<file path="src/rtl/core/smcs_pkg.sv">
`default_nettype none
// ----------------------------------------------------------------------------
// smcs_pkg
// Shared types and constants for the sparse matrix coordinate store.
// ----------------------------------------------------------------------------
package smcs_pkg;

    localparam int IDX_W  = 6;   // row / column index
    localparam int VAL_W  = 32;  // element value
    localparam int DIM_W  = 7;   // dimension register
    localparam int POS_W  = 13;  // row-major load position
    localparam int CMD_W  = 3;
    localparam int STAT_W = 2;

    // Commands
    localparam logic [CMD_W-1:0] CMD_CLEAR     = 3'd0;
    localparam logic [CMD_W-1:0] CMD_LOAD      = 3'd1;
    localparam logic [CMD_W-1:0] CMD_LOOKUP    = 3'd2;
    localparam logic [CMD_W-1:0] CMD_CLEAR_DIAG = 3'd3;
    localparam logic [CMD_W-1:0] CMD_READ_ROW  = 3'd4;

    // Result status
    localparam logic [STAT_W-1:0] ST_OK   = 2'd0;
    localparam logic [STAT_W-1:0] ST_FULL = 2'd1;
    localparam logic [STAT_W-1:0] ST_DONE = 2'd2;

    // Configuration register indexes
    localparam logic CFG_NUM_ROWS = 1'b0;
    localparam logic CFG_NUM_COLS = 1'b1;

    // One stored nonzero entry
    typedef struct packed {
        logic [IDX_W-1:0]        row;
        logic [IDX_W-1:0]        col;
        logic signed [VAL_W-1:0] value;
    } entry_t;

endpackage : smcs_pkg
`default_nettype wire

</file>
<file path="src/rtl/core/smcs_div.sv">
`default_nettype none
// ----------------------------------------------------------------------------
// smcs_div
// Restoring divider, one quotient bit per cycle: position / columns.
// ----------------------------------------------------------------------------
module smcs_div (
    input  wire                          aclk,
    input  wire                          aresetn,
    input  wire                          start,
    input  wire [smcs_pkg::POS_W-1:0]    dividend,
    input  wire [smcs_pkg::DIM_W-1:0]    divisor,
    output logic                         done,
    output logic [smcs_pkg::POS_W-1:0]   quotient,
    output logic [smcs_pkg::DIM_W-1:0]   remainder
);
    import smcs_pkg::*;

    localparam int CNT_W = $clog2(POS_W + 1);

    logic                 busy_reg;
    logic                 done_reg;
    logic [CNT_W-1:0]     cnt_reg;
    logic [POS_W-1:0]     quo_reg;
    logic [DIM_W-1:0]     rem_reg;
    logic [DIM_W-1:0]     dsr_reg;

    logic [DIM_W:0]       trial;
    logic                 ge;

    // Shift in the next dividend bit and try a subtract
    assign trial = {rem_reg, quo_reg[POS_W-1]};
    assign ge    = (trial >= {1'b0, dsr_reg});

    always_ff @(posedge aclk) begin
        if (!aresetn) begin
            busy_reg <= 1'b0;
            done_reg <= 1'b0;
            cnt_reg  <= '0;
        end else begin
            done_reg <= 1'b0;
            if (start) begin
                busy_reg <= 1'b1;
                cnt_reg  <= CNT_W'(POS_W);
                quo_reg  <= dividend;
                rem_reg  <= '0;
                dsr_reg  <= divisor;
            end else if (busy_reg) begin
                rem_reg <= ge ? DIM_W'(trial - {1'b0, dsr_reg}) : trial[DIM_W-1:0];
                quo_reg <= {quo_reg[POS_W-2:0], ge};
                cnt_reg <= cnt_reg - 1'b1;
                if (cnt_reg == CNT_W'(1)) begin
                    busy_reg <= 1'b0;
                    done_reg <= 1'b1;
                end
            end
        end
    end

    assign done      = done_reg;
    assign quotient  = quo_reg;
    assign remainder = rem_reg;

endmodule : smcs_div
`default_nettype wire

</file>
<file path="config.mk">
export PLATFORM = sky130hd
export DESIGN_NAME = smcs_div
export DESIGN_NICKNAME = d
export VERILOG_FILES = /design/src/rtl/core/smcs_pkg.sv /design/src/rtl/core/smcs_div.sv
export SDC_FILE = /design/constraint.sdc
export NUM_CORES = 1
export LEC_CHECK = 0
export BUFFER_PORTS_ARGS = -buffer_cell sky130_fd_sc_hd__buf_4
export CAP_MARGIN = 0
export CORE_ASPECT_RATIO = 0.75
export CORE_MARGIN = 4
export CORE_UTILIZATION = 40
export DETAILED_ROUTE_END_ITERATION = 10
export PLACE_DENSITY_LB_ADDON = 0.08
export SYNTH_ARGS = -nofsm -noshare
export SYNTH_HDL_FRONTEND = slang
export SYNTH_SLANG_ARGS = --single-unit
</file>
<file path="constraint.sdc">
create_clock -name aclk -period 2.08 [get_ports aclk]
set_input_delay 0.416 -clock aclk [delete_from_list [all_inputs] [get_ports aclk]]
set_output_delay 0.416 -clock aclk [all_outputs]
set_load 0.01 [all_outputs]
</file>
[Word level (Yosys, flattened, before mapping)]
Index checks and enable logic that the tools add are counted.
Storage, ports and cells
  output and inout bits: 21
  register bits after elaboration: 33
  input port bits: 23
Operators by class
  add/sub/neg operators: 2
  bitwise gates (word level): 2
  reductions and logical operators: 5
  order comparisons: 1
  eq/ne operators: 1
  mux-type cells: 10
Operator list (count)
  2-to-1 mux 13 bit: 2
  2-to-1 mux 7 bit: 2
  >= comparator 8 x 7 -> 1 bit: 1
  2-to-1 mux 4 bit: 2
  subtractor 7 bit: 1
  == test 4 x 1 -> 1 bit (second input constant): 1
  2-to-1 mux 1 bit: 4
  AND reduction 2 bit: 2
  subtractor 4 x 1 -> 4 bit (second input constant): 1
  OR reduction 3 bit: 1
  inverter 1 bit: 2
  nonzero test 2 bit: 1
  OR reduction 2 bit: 1

[Logic depth before layout (Yosys ltp)]
Gate-level depths: netlist of run 1.
  word-level depth: 4
  mapped depth: 8

[Worst setup path after synthesis of run 1]
OpenSTA, ideal clock, no wires.
  kind: flip-flop to flip-flop
  from: register quo_reg[12] (netlist: quotient[12])
  to: register rem_reg[6] (netlist: remainder[6]) (data pin)
  period minus slack after synthesis: 2193 ps
  path slack: -113 ps
  stages on the path, launching flop included: 9
  data required time: 1826 ps
  data arrival time: 1939 ps
  buffers on the path: 0
  cell sequence: edfxtp_1 > inv_1 > ha_1 > fa_1 > nand2b_1 > o2bb2ai_2 > a31o_4 > and3_1 > o21ba_1
Between the ends
  longest elaborated chain between the ends: 3
Ends and longest elaborated chain
  from (decl): line smcs_div.sv:23  | logic [POS_W-1:0] quo_reg;
  from (signal assigned): line smcs_div.sv:44  | quo_reg <= dividend;
  from (signal assigned): line smcs_div.sv:49  | quo_reg <= {quo_reg[POS_W-2:0], ge};
  subtractor 7 bit or >= comparator 8 x 7 -> 1 bit (tied branches): line smcs_div.sv:48, smcs_div.sv:32
  2-to-1 mux 7 bit *: line smcs_div.sv:48  | rem_reg <= ge ? DIM_W'(trial - {1'b0, dsr_reg}) : trial[DIM_W-1:0];
  2-to-1 mux 7 bit *: line smcs_div.sv:47  | end else if (busy_reg) begin
  to (signal assigned): line smcs_div.sv:48
  to (decl): line smcs_div.sv:24  | logic [DIM_W-1:0] rem_reg;
Every way passes the cells marked *; elsewhere a longest branch is shown, timed or not. The select of a mux whose other input is x is not followed.
A chain may end at the register's enable or synchronous reset.

[Worst setup path in the final report of run 1]
Same ends and word-level chain as after synthesis.

==> flow_metrics.py, run 1 <==
metrics = {
    "outcome": {
        "status": "complete, no violations",
    },
    "critical_path": {
        "critPathLaunchType": "flop",
        "cp.required_ns": 2.12,
        "worstPathMaxFanout": 5,
        "end_kind": "flop",
        "critPathArrivalTime_ns": 2.10,
        "crit_type": "flop to flop",
    },
    "grt": {
        "grt_pass1_vias": 1230,
        "grt_use_total": 0.1374,
        "grt_max_degree": 27,
        "grt_overflow": 0,
        "grt_pass1_wl_mm": 5.927,
        "antenna_found_initial": 0,
    },
    "sta": {
        "fin_crit_sh": 0.9932,
        "max_freq_ghz": 0.4840,
        "rsz0062_at_grt": "yes",
        "hold_viol_final": 0,
        "worst_slew_pin_slew_ns": 0.4328,
        "setup_slack_ns": 0.01409,
        "fin_tns_setup_ns": 0,
        "clock_skew_ns": 0.007799,
        "setup_viol": 0,
        "relSlewSlack": 0.7115,
        "period_minus_slack_ns": 2.066,
        "timing.hold.ws_ns": 0.3100,
        "drv_slew": 0,
    },
    "clocking": {
        "clock-sinks": 33,
        "cts_htree_levels": 2,
        "clkTransAtPathRegs_ns": 0.07,
        "numCtsBuffers": 5,
        "cts_tree": "yes",
        "ctsHoldBuffers": 0,
        "clockRootBuffer": "clkbuf_8",
        "clk_path_buf_depth": 2,
        "clock_latency_ns": 0.28,
    },
    "route": {
        "viasPerCell": 5.035,
        "drt-initial-drc-count": 56,
        "drcViolationCount": 0,
        "wl_per_cell_um": 14.66,
        "drt-total-wl_mm": 3.723,
        "dr.pass1.iters": 4,
        "ant_nets": 0,
        "routed-via-count": 1279,
    },
    "logic_synthesis": {
        "synth_compound_area_frac": 0.1375,
        "ys_ff_latch": 33,
        "synthFlopType": "edfxtp_1",
        "syn_inst": 142,
        "synth_top_area_frac": 0.4547,
        "yosys_warnings": 0,
        "yosys.area_share.adder": 0.07439,
        "synthMuxAreaShare": 0.09684,
        "yosysSeqAreaShare": 0.5221,
        "synth_area_leaders": "edfxtp_1, mux2_2, dfxtp_1",
        "async_reset_ff_frac": 0,
        "synth_nets": 175,
        "syn_area_um2": 1783,
        "synth_top_family_by_area": "compound AO/OA/AOI/OAI gates",
        "synth.avg_cell_area_um2": 12.56,
        "ys_types": 43,
        "yosys.area_share.simple": 0.09193,
        "synthXorXnorAreaFrac": 0.02456,
        "synth_edf_count": 27,
        "yosysTopAreaCell": "edfxtp_1",
    },
    "place": {
        "port_buffers": 43,
        "place_inst": 244,
        "placed_area_um2": 2218,
        "dp_hpwl_mm": 2.789,
        "gp_congestion": 0.7604,
        "pre_cts_ws_ns": 0.01883,
    },
    "flow_run": {
        "max_cap_viol_count": 0,
    },
    "die": {
        "start_util": 0.4266,
        "ios": 44,
        "fp.dieArea_um2": 5601,
        "die_h_um": 65.82,
        "fp.dieW_um": 85.09,
        "core_um2": 4179,
        "fp-row-count": 20,
    },
    "power_and_ir_drop": {
        "p_total_mw": 1.775,
        "leakage_nw": 0.9664,
        "p_per_area_nw_per_um2": 754.4,
        "ir_drop_mv": 0.3885,
    },
    "finish": {
        "nNetsFinal": 231,
        "nFillCells": 367,
        "largest_reg_flops": 13,
        "final_cell_area_um2": 2354,
        "diodes": 0,
        "fin_util": 0.5632,
        "drive_above_1_share": 0.4271,
        "area_growth_pct": 32.00,
        "finalNonFillerCells": 254,
    },
    "worst_hold_path": {
        "hold_path.class": "input pin to flop",
    },
}
-- report_power, final --
group	switching [mW]	internal, mW
registers	0.0326	0.780
logic	0.234	0.253
clock network	0.207	0.269
total	0.473	1.30
-- area by class of cell --
| cell class | instances | area [um^2] | area share |
|---|---|---|---|
| flip-flops and latches | 33 | 930.9 | 0.3955 |
| multi-input cells | 92 | 805.8 | 0.3424 |
| well taps | 55 | 68.82 | 0.02924 |
| clock buffers | 8 | 90.09 | 0.03828 |
| inverters | 12 | 45.04 | 0.01914 |
| repair buffers | 54 | 412.9 | 0.1754 |
-- critical path, stage by stage, from the launching register on --
cell and delay, ns:
edfxtp_1 0.34, inv_1 0.05, ha_2 0.19, fa_2 0.34, nand2b_4 0.15, o2bb2ai_4 0.16, a31o_4 0.26, and3_1 0.17
o21ba_1 0.17
-- what timing repair did --
item                                    in CTS  in global routing
resized for setup                            0                  6
buffers inserted                             0                  2
endpoints found under the setup margin       0                  6
-- kinds of logic after synthesis --
logic type               count (synthesis)
AO/OA/AOI/OAI                           32
XOR/XNOR                                 5
adder cells (fa/ha/maj)                 10
buffers and inverters                   17
flip-flops                              33
multiplexers                            15
AND/OR/NAND/NOR                         30
-- final timing paths --
kind | start | end | slack, ns | cells after the start
hold reg to reg | cnt_reg[2] | busy_reg | 0.52 | 1
hold / removal | divisor[4] | dsr_reg[4] | 0.31 | 1
setup reg to reg | quotient[12] | remainder[6] | 0.01 | 8
setup / recovery | quotient[12] | remainder[6] | 0.01 | 8
-- cell usage after synthesis (2+ instances only) --
cell type and instances:
inv_1 12, nand3_1 6, a21oi_1 7, o21a_1 6
mux2_2 11, mux2_1 3, nor3_1 4, nor2_1 5
dfxtp_1 6, a211oi_1 3, o21ai_1 3, xor2_1 2
o31a_1 2, edfxtp_1 27, nor2b_1 2, o21ai_0 2
ha_1 9, nand2b_1 4, buf_6 2, xnor2_1 3
-- per-layer routing --
metal	GRT usage	routed length [um]	part of all wire	vias up
li1	-	-	-	638
met1	0.1909	1724	0.46	606
met2	0.2035	1734	0.47	33
met3	0.04857	250	0.067	2
met4	0.03557	13	0.0035	0
met5	0	0	0	-
-- layout by cell type (no fill, tap or decap), types with 2 or more instances in the layout --
| cell type | instances |
|---|---|
| a211oi_1 | 3 |
| a21oi_1 | 5 |
| a21oi_2 | 2 |
| buf_4 | 52 |
| buf_6 | 2 |
| clkbuf_1 | 2 |
| clkbuf_8 | 6 |
| dfxtp_1 | 6 |
| edfxtp_1 | 27 |
| ha_1 | 8 |
| inv_1 | 12 |
| mux2_1 | 3 |
| mux2_2 | 11 |
| nand2b_1 | 3 |
| nand3_1 | 6 |
| nor2_1 | 5 |
| nor2b_1 | 2 |
| nor3_1 | 4 |
| o21a_1 | 6 |
| o21ai_0 | 2 |
| o21ai_1 | 3 |
| o31a_1 | 2 |
| xnor2_1 | 3 |
| xor2_1 | 2 |
(Power assumes the default switching activity.)
==> run 2: changes to the inputs <==
--- a/config.mk
+++ b/config.mk
@@ -5,13 +5,14 @@
 export SDC_FILE = /design/constraint.sdc
 export NUM_CORES = 1
 export LEC_CHECK = 0
+export ABC_AREA = 1
 export BUFFER_PORTS_ARGS = -buffer_cell sky130_fd_sc_hd__buf_4
 export CAP_MARGIN = 0
 export CORE_ASPECT_RATIO = 0.75
 export CORE_MARGIN = 4
 export CORE_UTILIZATION = 40
 export DETAILED_ROUTE_END_ITERATION = 10
-export PLACE_DENSITY_LB_ADDON = 0.08
+export PLACE_DENSITY = 0.67
 export SYNTH_ARGS = -nofsm -noshare
 export SYNTH_HDL_FRONTEND = slang
 export SYNTH_SLANG_ARGS = --single-unit
==> run 2 against run 1 <==
  * Fmax increased by 8.8%
  * Flip-flop and latch count unchanged
  * Sequential power about the same
  * Synthesized area increased by 1.5%
  * Setup slack improved by 0.17 ns
  * Highest routed layer unchanged
==> flow_metrics.py, run 2 <==
metrics = {
    "critical_path": {
        "critPathLaunchType": "flop",
        "cp.required_ns": 2.12,
        "r2r_start": "remainder[4]",
        "worstPathMaxFanout": 8,
        "crit_end": "quotient[0]",
        "end_kind": "flop",
        "startpoint": "remainder[4]",
        "crit_type": "flop to flop",
        "reg2reg_depth": 7,
        "r2r_slack_ns": 0.18,
        "regToRegEndpoint": "quotient[0]",
        "critPathArrivalTime_ns": 1.94,
    },
    "sta": {
        "timing.hold.ws_ns": 0.3058,
        "rsz0062_at_grt": "no",
        "drv_slew": 0,
        "fin_crit_sh": 0.9132,
        "hold_viol_final": 0,
        "clock_skew_ns": 0.006194,
        "relSlewSlack": 0.7251,
        "setup_slack_ns": 0.1806,
        "period_minus_slack_ns": 1.899,
        "fin_tns_setup_ns": 0,
        "max_freq_ghz": 0.5265,
        "worst_slew_pin_slew_ns": 0.4123,
        "setup_viol": 0,
    },
    "logic_synthesis": {
        "ys_ff_latch": 33,
        "ys_types": 24,
        "synth_area_leaders": "edfxtp_1, nand2_1, inv_1",
        "yosys_warnings": 0,
        "yosysSeqAreaShare": 0.5142,
        "async_reset_ff_frac": 0,
        "yosysTopAreaCell": "edfxtp_1",
        "syn_inst": 220,
        "synthFlopType": "edfxtp_1",
        "synth_nets": 253,
        "synth.avg_cell_area_um2": 8.229,
        "synth_edf_count": 27,
        "yosysMostFrequentCell": "nand2_1",
        "synth_top_area_frac": 0.4478,
        "syn_area_um2": 1810,
        "ys_top_cells_by_count": "nand2_1, inv_1, edfxtp_1, nor2_1, nand3_1",
    },
    "die": {
        "die_h_um": 66.27,
        "core_um2": 4204,
        "ios": 44,
        "fp.dieW_um": 85.69,
        "fp.dieArea_um2": 5678,
        "start_util": 0.4307,
        "fp-row-count": 20,
    },
    "power_and_ir_drop": {
        "pwr-share-seq": 0.441,
        "ir_drop_mv": 0.5720,
        "internal-power_mw": 1.347,
        "netSwitchingPower_mw": 0.4939,
        "leakage_nw": 1.169,
        "combPwrFrac": 0.222,
        "power_frac_clock": 0.337,
        "p_per_area_nw_per_um2": 788.5,
        "p_total_mw": 1.841,
        "p_sw_frac": 0.2683,
    },
    "grt": {
        "grt_overflow": 0,
        "grt_pass1_wl_mm": 6.348,
        "grt_pass1_vias": 1355,
        "grt_max_degree": 23,
        "grt_use_total": 0.1442,
        "antenna_found_initial": 0,
    },
    "clocking": {
        "cts_tree": "yes",
        "cts_setup_buffers": 0,
        "numCtsBuffers": 5,
        "cts_htree_levels": 2,
        "clock-sinks": 33,
        "ctsHoldBuffers": 0,
        "clk_path_buf_depth": 2,
        "clkTransAtPathRegs_ns": 0.07,
        "clock_latency_ns": 0.28,
        "clockRootBuffer": "clkbuf_8",
    },
    "route": {
        "viasPerCell": 4.579,
        "drcViolationCount": 0,
        "drt-initial-drc-count": 89,
        "routed-via-count": 1479,
        "wl_per_cell_um": 11.98,
        "dr.pass1.iters": 4,
        "drt-total-wl_mm": 3.868,
        "ant_nets": 0,
    },
    "finish": {
        "final-seq-area_um2": 930.9,
        "nNetsFinal": 300,
        "diodes": 0,
        "largest_reg_flops": 13,
        "drive_above_1_share": 0.2201,
        "nFillCells": 394,
        "area_growth_pct": 28.96,
        "layout_commonest_cell": "nand2_1",
        "final_cell_mix": "nand2_1, buf_4, inv_1",
        "multi_input_area_um2": 725.7,
    },
    "outcome": {
        "status": "complete, no violations",
    },
    "place": {
        "port_buffers": 43,
        "dp_hpwl_mm": 2.944,
        "pre_cts_ws_ns": 0.1130,
        "gp_congestion": 0.8534,
    },
    "worst_hold_path": {
        "hold_path.class": "input pin to flop",
    },
    "flow_run": {
        "max_cap_viol_count": 0,
    },
}
-- run 2: changes by cell type after synthesis, moves of 4 or more --
| cell | change |
|---|---|
| clkbuf_1 | +4 |
| inv_1 | +25 |
| mux2_2 | -11 |
| nand2_1 | +76 |
| nand2b_1 | -4 |
| nand3_1 | +9 |
| nor2_1 | +16 |
| o21a_1 | -6 |
-- run 2: final cells by class --
cell class | instances | area share
multi-input combinational | 144 | 0.3108
tap | 55 | 0.02947
sequential | 33 | 0.3987
timing repair buffer | 45 | 0.1501
clock buffer | 7 | 0.03698
inverter | 38 | 0.06109
clock inverter | 1 | 0.01286
-- run 2: logic make-up (layout without fill, tap and decap cells) --
| family | count (synthesis) | count (layout) | share of synthesized area |
|---|---|---|---|
| flops | 33 | 33 | 0.5142 |
| buf+inv | 43 | 91 | 0.08983 |
| simple gates | 121 | 121 | 0.2744 |
| fa+ha+maj | 10 | 10 | 0.07326 |
| xor+xnor | 2 | 2 | 0.009677 |
| compound gates | 11 | 11 | 0.03870 |
-- run 2: worst max-delay path, cell delays in order (launching register included) --
cell	delay (ns)
edfxtp_1	0.42
ha_1	0.38
nand2_1	0.09
nand2_1	0.10
a21oi_4	0.27
nand2_2	0.11
nor2_4	0.21
o21ai_1	0.08
-- run 2: routing by layer --
layer / wire length, um / vias up / track usage / share of wire
met3: 320 / 5 / 0.04234 / 0.083
li1: - / 784 / - / -
met5: 0 / - / 0 / 0
met1: 1898 / 643 / 0.2036 / 0.49
met2: 1615 / 47 / 0.2103 / 0.42
met4: 34 / 0 / 0.04743 / 0.0088
-- run 2: per-stage QoR --
stage,std cells,area (um^2),utilization
after global placement,315,2213,0.5265
after floorplan,220,1814,-
final,323,2335,0.5554
after CTS,323,2330,0.5542
after detailed placement,315,2213,0.5265
after global routing,323,2335,0.5554
-- run 2: timing repair --
| item | 4_1_cts | 5_1_grt |
|---|---|---|
| endpoints found under the hold margin | 0 | 0 |
| setup endpoints to repair | 0 | 7 |
| gates resized for setup | 0 | 2 |
-- run 2: worst min path at each step --
stage	cells after the start	slack, ns	endpoint	start
after floorplan	2	0.45	cnt_reg[3]	cnt_reg[3]
after global placement	2	0.46	cnt_reg[3]	cnt_reg[3]
after detailed placement	2	0.49	cnt_reg[3]	cnt_reg[3]
after CTS	1	0.30	dsr_reg[4]	divisor[4]
after global routing	1	0.30	dsr_reg[4]	divisor[4]
final	1	0.31	dsr_reg[4]	divisor[4]
-- run 2: power groups by stage --
stage | logic [mW] | registers, mW | clock network (mW)
floorplan | 0.253 | 0.834 | 0
global placement | 0.402 | 0.825 | 0
detailed placement | 0.408 | 0.826 | 0
CTS | 0.410 | 0.812 | 0.633
global route | 0.468 | 0.817 | 0.672
finish | 0.409 | 0.811 | 0.620
==> run 3: changes to the inputs <==
--- a/config.mk
+++ b/config.mk
@@ -8,11 +8,14 @@
 export ABC_AREA = 1
 export BUFFER_PORTS_ARGS = -buffer_cell sky130_fd_sc_hd__buf_4
 export CAP_MARGIN = 0
+export CELL_PAD_IN_SITES_DETAIL_PLACEMENT = 0
+export CELL_PAD_IN_SITES_GLOBAL_PLACEMENT = 1
 export CORE_ASPECT_RATIO = 0.75
 export CORE_MARGIN = 4
-export CORE_UTILIZATION = 40
+export CORE_UTILIZATION = 35
 export DETAILED_ROUTE_END_ITERATION = 10
-export PLACE_DENSITY = 0.67
+export GPL_ROUTABILITY_DRIVEN = 0
+export PLACE_DENSITY = 0.77
 export SYNTH_ARGS = -nofsm -noshare
 export SYNTH_HDL_FRONTEND = slang
 export SYNTH_SLANG_ARGS = --single-unit
==> run 3 against run 2 <==
  * Clock power is 23% lower
  * Die area is 13% higher
  * Final area is 0.38% lower
  * Final cell count is 2.2% higher
  * Critical path depth is 5 higher
  * Fmax is 0.58% higher
  * Sequential power hardly changed
  * Sequential share of layout area is 0.15 points higher
  * Largest power group unchanged
==> flow_metrics.py, run 3 (synthesized netlist as in run 2, its figures left out) <==
metrics = {
    "outcome": {
        "status": "complete, no violations",
    },
    "grt": {
        "grt_use_total": 0.1312,
        "grt_overflow": 0,
        "antenna_found_initial": 0,
        "grt_max_degree": 23,
        "grt_pass1_wl_mm": 6.610,
        "grt_pass1_vias": 1387,
    },
    "power_and_ir_drop": {
        "ir_drop_mv": 0.4337,
        "leakage_nw": 1.164,
        "p_per_area_nw_per_um2": 735.3,
        "p_total_mw": 1.710,
    },
    "critical_path": {
        "regToRegEndpoint": "remainder[1]",
        "critPathLaunchType": "flop",
        "path_cells": "inv_1, ha_1, fa_2, inv_1, nand2_1, nand2_1, nand2_1, nand2_1, nand2_2, nand3_1, nand2_1, nor2_1",
        "path_common_cell": "nand2_1",
        "worstPathMaxFanout": 7,
        "cp_num_buf_inv": 2,
        "crit_slowest_cell": "edfxtp_1",
        "crit_family": "simple AND/OR/NAND/NOR gates",
        "end_kind": "flop",
        "crit_type": "flop to flop",
        "critPathArrivalTime_ns": 2.03,
        "cp.required_ns": 2.22,
        "path_depth": 12,
        "crit_end": "remainder[1]",
        "startpoint": "quotient[12]",
        "r2r_start": "quotient[12]",
        "critPathMaxStageDelay_ns": 0.37,
        "reg2reg_depth": 12,
        "r2r_slack_ns": 0.19,
    },
    "sta": {
        "period_minus_slack_ns": 1.888,
        "rsz0062_at_grt": "no",
        "setup_slack_ns": 0.1915,
        "max_freq_ghz": 0.5295,
        "worst_slew_pin_slew_ns": 0.3759,
        "timing.hold.ws_ns": 0.3000,
        "fin_crit_sh": 0.9079,
        "relSlewSlack": 0.7491,
        "fin_tns_setup_ns": 0,
        "clock_skew_ns": 0.008519,
        "hold_viol_final": 0,
        "setup_viol": 0,
        "drv_slew": 0,
    },
    "die": {
        "fp-row-count": 22,
        "fp.dieW_um": 91.05,
        "start_util": 0.3654,
        "ios": 44,
        "fp.dieArea_um2": 6399,
        "core_um2": 4955,
        "die_h_um": 70.29,
    },
    "clocking": {
        "cts_htree_levels": 2,
        "ctsHoldBuffers": 0,
        "clkTransAtPathRegs_ns": 0.08,
        "clock-sinks": 33,
        "clock_latency_ns": 0.29,
        "cts_tree": "yes",
        "clk_path_buf_depth": 2,
        "clockRootBuffer": "clkbuf_8",
        "numCtsBuffers": 5,
    },
    "place": {
        "dp_hpwl_mm": 3.088,
        "port_buffers": 43,
        "place_inst": 321,
        "pre_cts_ws_ns": 0.1236,
        "placed_area_um2": 2227,
    },
    "route": {
        "wl_per_cell_um": 12.40,
        "ant_nets": 0,
        "dr.pass1.iters": 4,
        "drt-initial-drc-count": 63,
        "drt-total-wl_mm": 4.092,
        "drcViolationCount": 0,
        "routed-via-count": 1488,
        "viasPerCell": 4.509,
    },
    "finish": {
        "area_growth_pct": 28.47,
        "nNetsFinal": 302,
        "layout_commonest_cell": "nand2_1",
        "fin_util": 0.4694,
        "diodes": 0,
        "finalNonFillerCells": 330,
        "final_cell_area_um2": 2326,
        "largest_reg_flops": 13,
        "drive_above_1_share": 0.2296,
        "final_cell_mix": "nand2_1, buf_4, inv_1",
    },
    "flow_run": {
        "max_cap_viol_count": 0,
    },
    "worst_hold_path": {
        "hold_path.class": "input pin to flop",
    },
}
-- run 3: cell type report --
type,instances,area [um^2]
clock inverters,3,17.52
clock buffers,5,68.82
inverters,38,142.6
well taps,60,75.07
fillers,496,2629
flip-flops and latches,33,930.9
multi-input cells,144,725.7
repair buffers,47,365.4
-- run 3: worst reg2reg max path, cell delays in order (launching register included) --
cell and delay [ns]:
edfxtp_1 0.37, inv_1 0.07, ha_1 0.22, fa_2 0.36, inv_1 0.08, nand2_1 0.05
nand2_1 0.08, nand2_1 0.08, nand2_1 0.08, nand2_2 0.11, nand3_1 0.10, nand2_1 0.05
nor2_1 0.11
-- run 3: worst min path at each step --
stage                     slack [ns]  startpoint    endpoint  cells past startpoint
after detailed placement        0.47  cnt_reg[3]  cnt_reg[3]                      2
after global placement          0.46  cnt_reg[3]  cnt_reg[3]                      2
after floorplan                 0.45  cnt_reg[3]  cnt_reg[3]                      2
after CTS                       0.29  divisor[4]  dsr_reg[4]                      1
final                           0.30  divisor[4]  dsr_reg[4]                      1
after global routing            0.29  divisor[5]  dsr_reg[5]                      1
-- run 3: where the power goes --
group	internal, mW	switching, mW
Clock	0.231	0.248
Combinational	0.183	0.237
Sequential	0.779	0.0322
Total	1.19	0.517
-- run 3: routing by layer --
layer  up-vias  share of wire  track usage
met2        30           0.40       0.1860
li1        790              -            -
met1       664           0.54       0.1860
met5         -              0            0
met3         4          0.055      0.04629
met4         0         0.0088      0.04013
-- run 3: timing repair --
action                                  4_1_cts  5_1_grt
setup buffers                                 0        1
gates resized for setup                       0        2
endpoints found under the setup margin        0        7
endpoints found under the hold margin         0        0
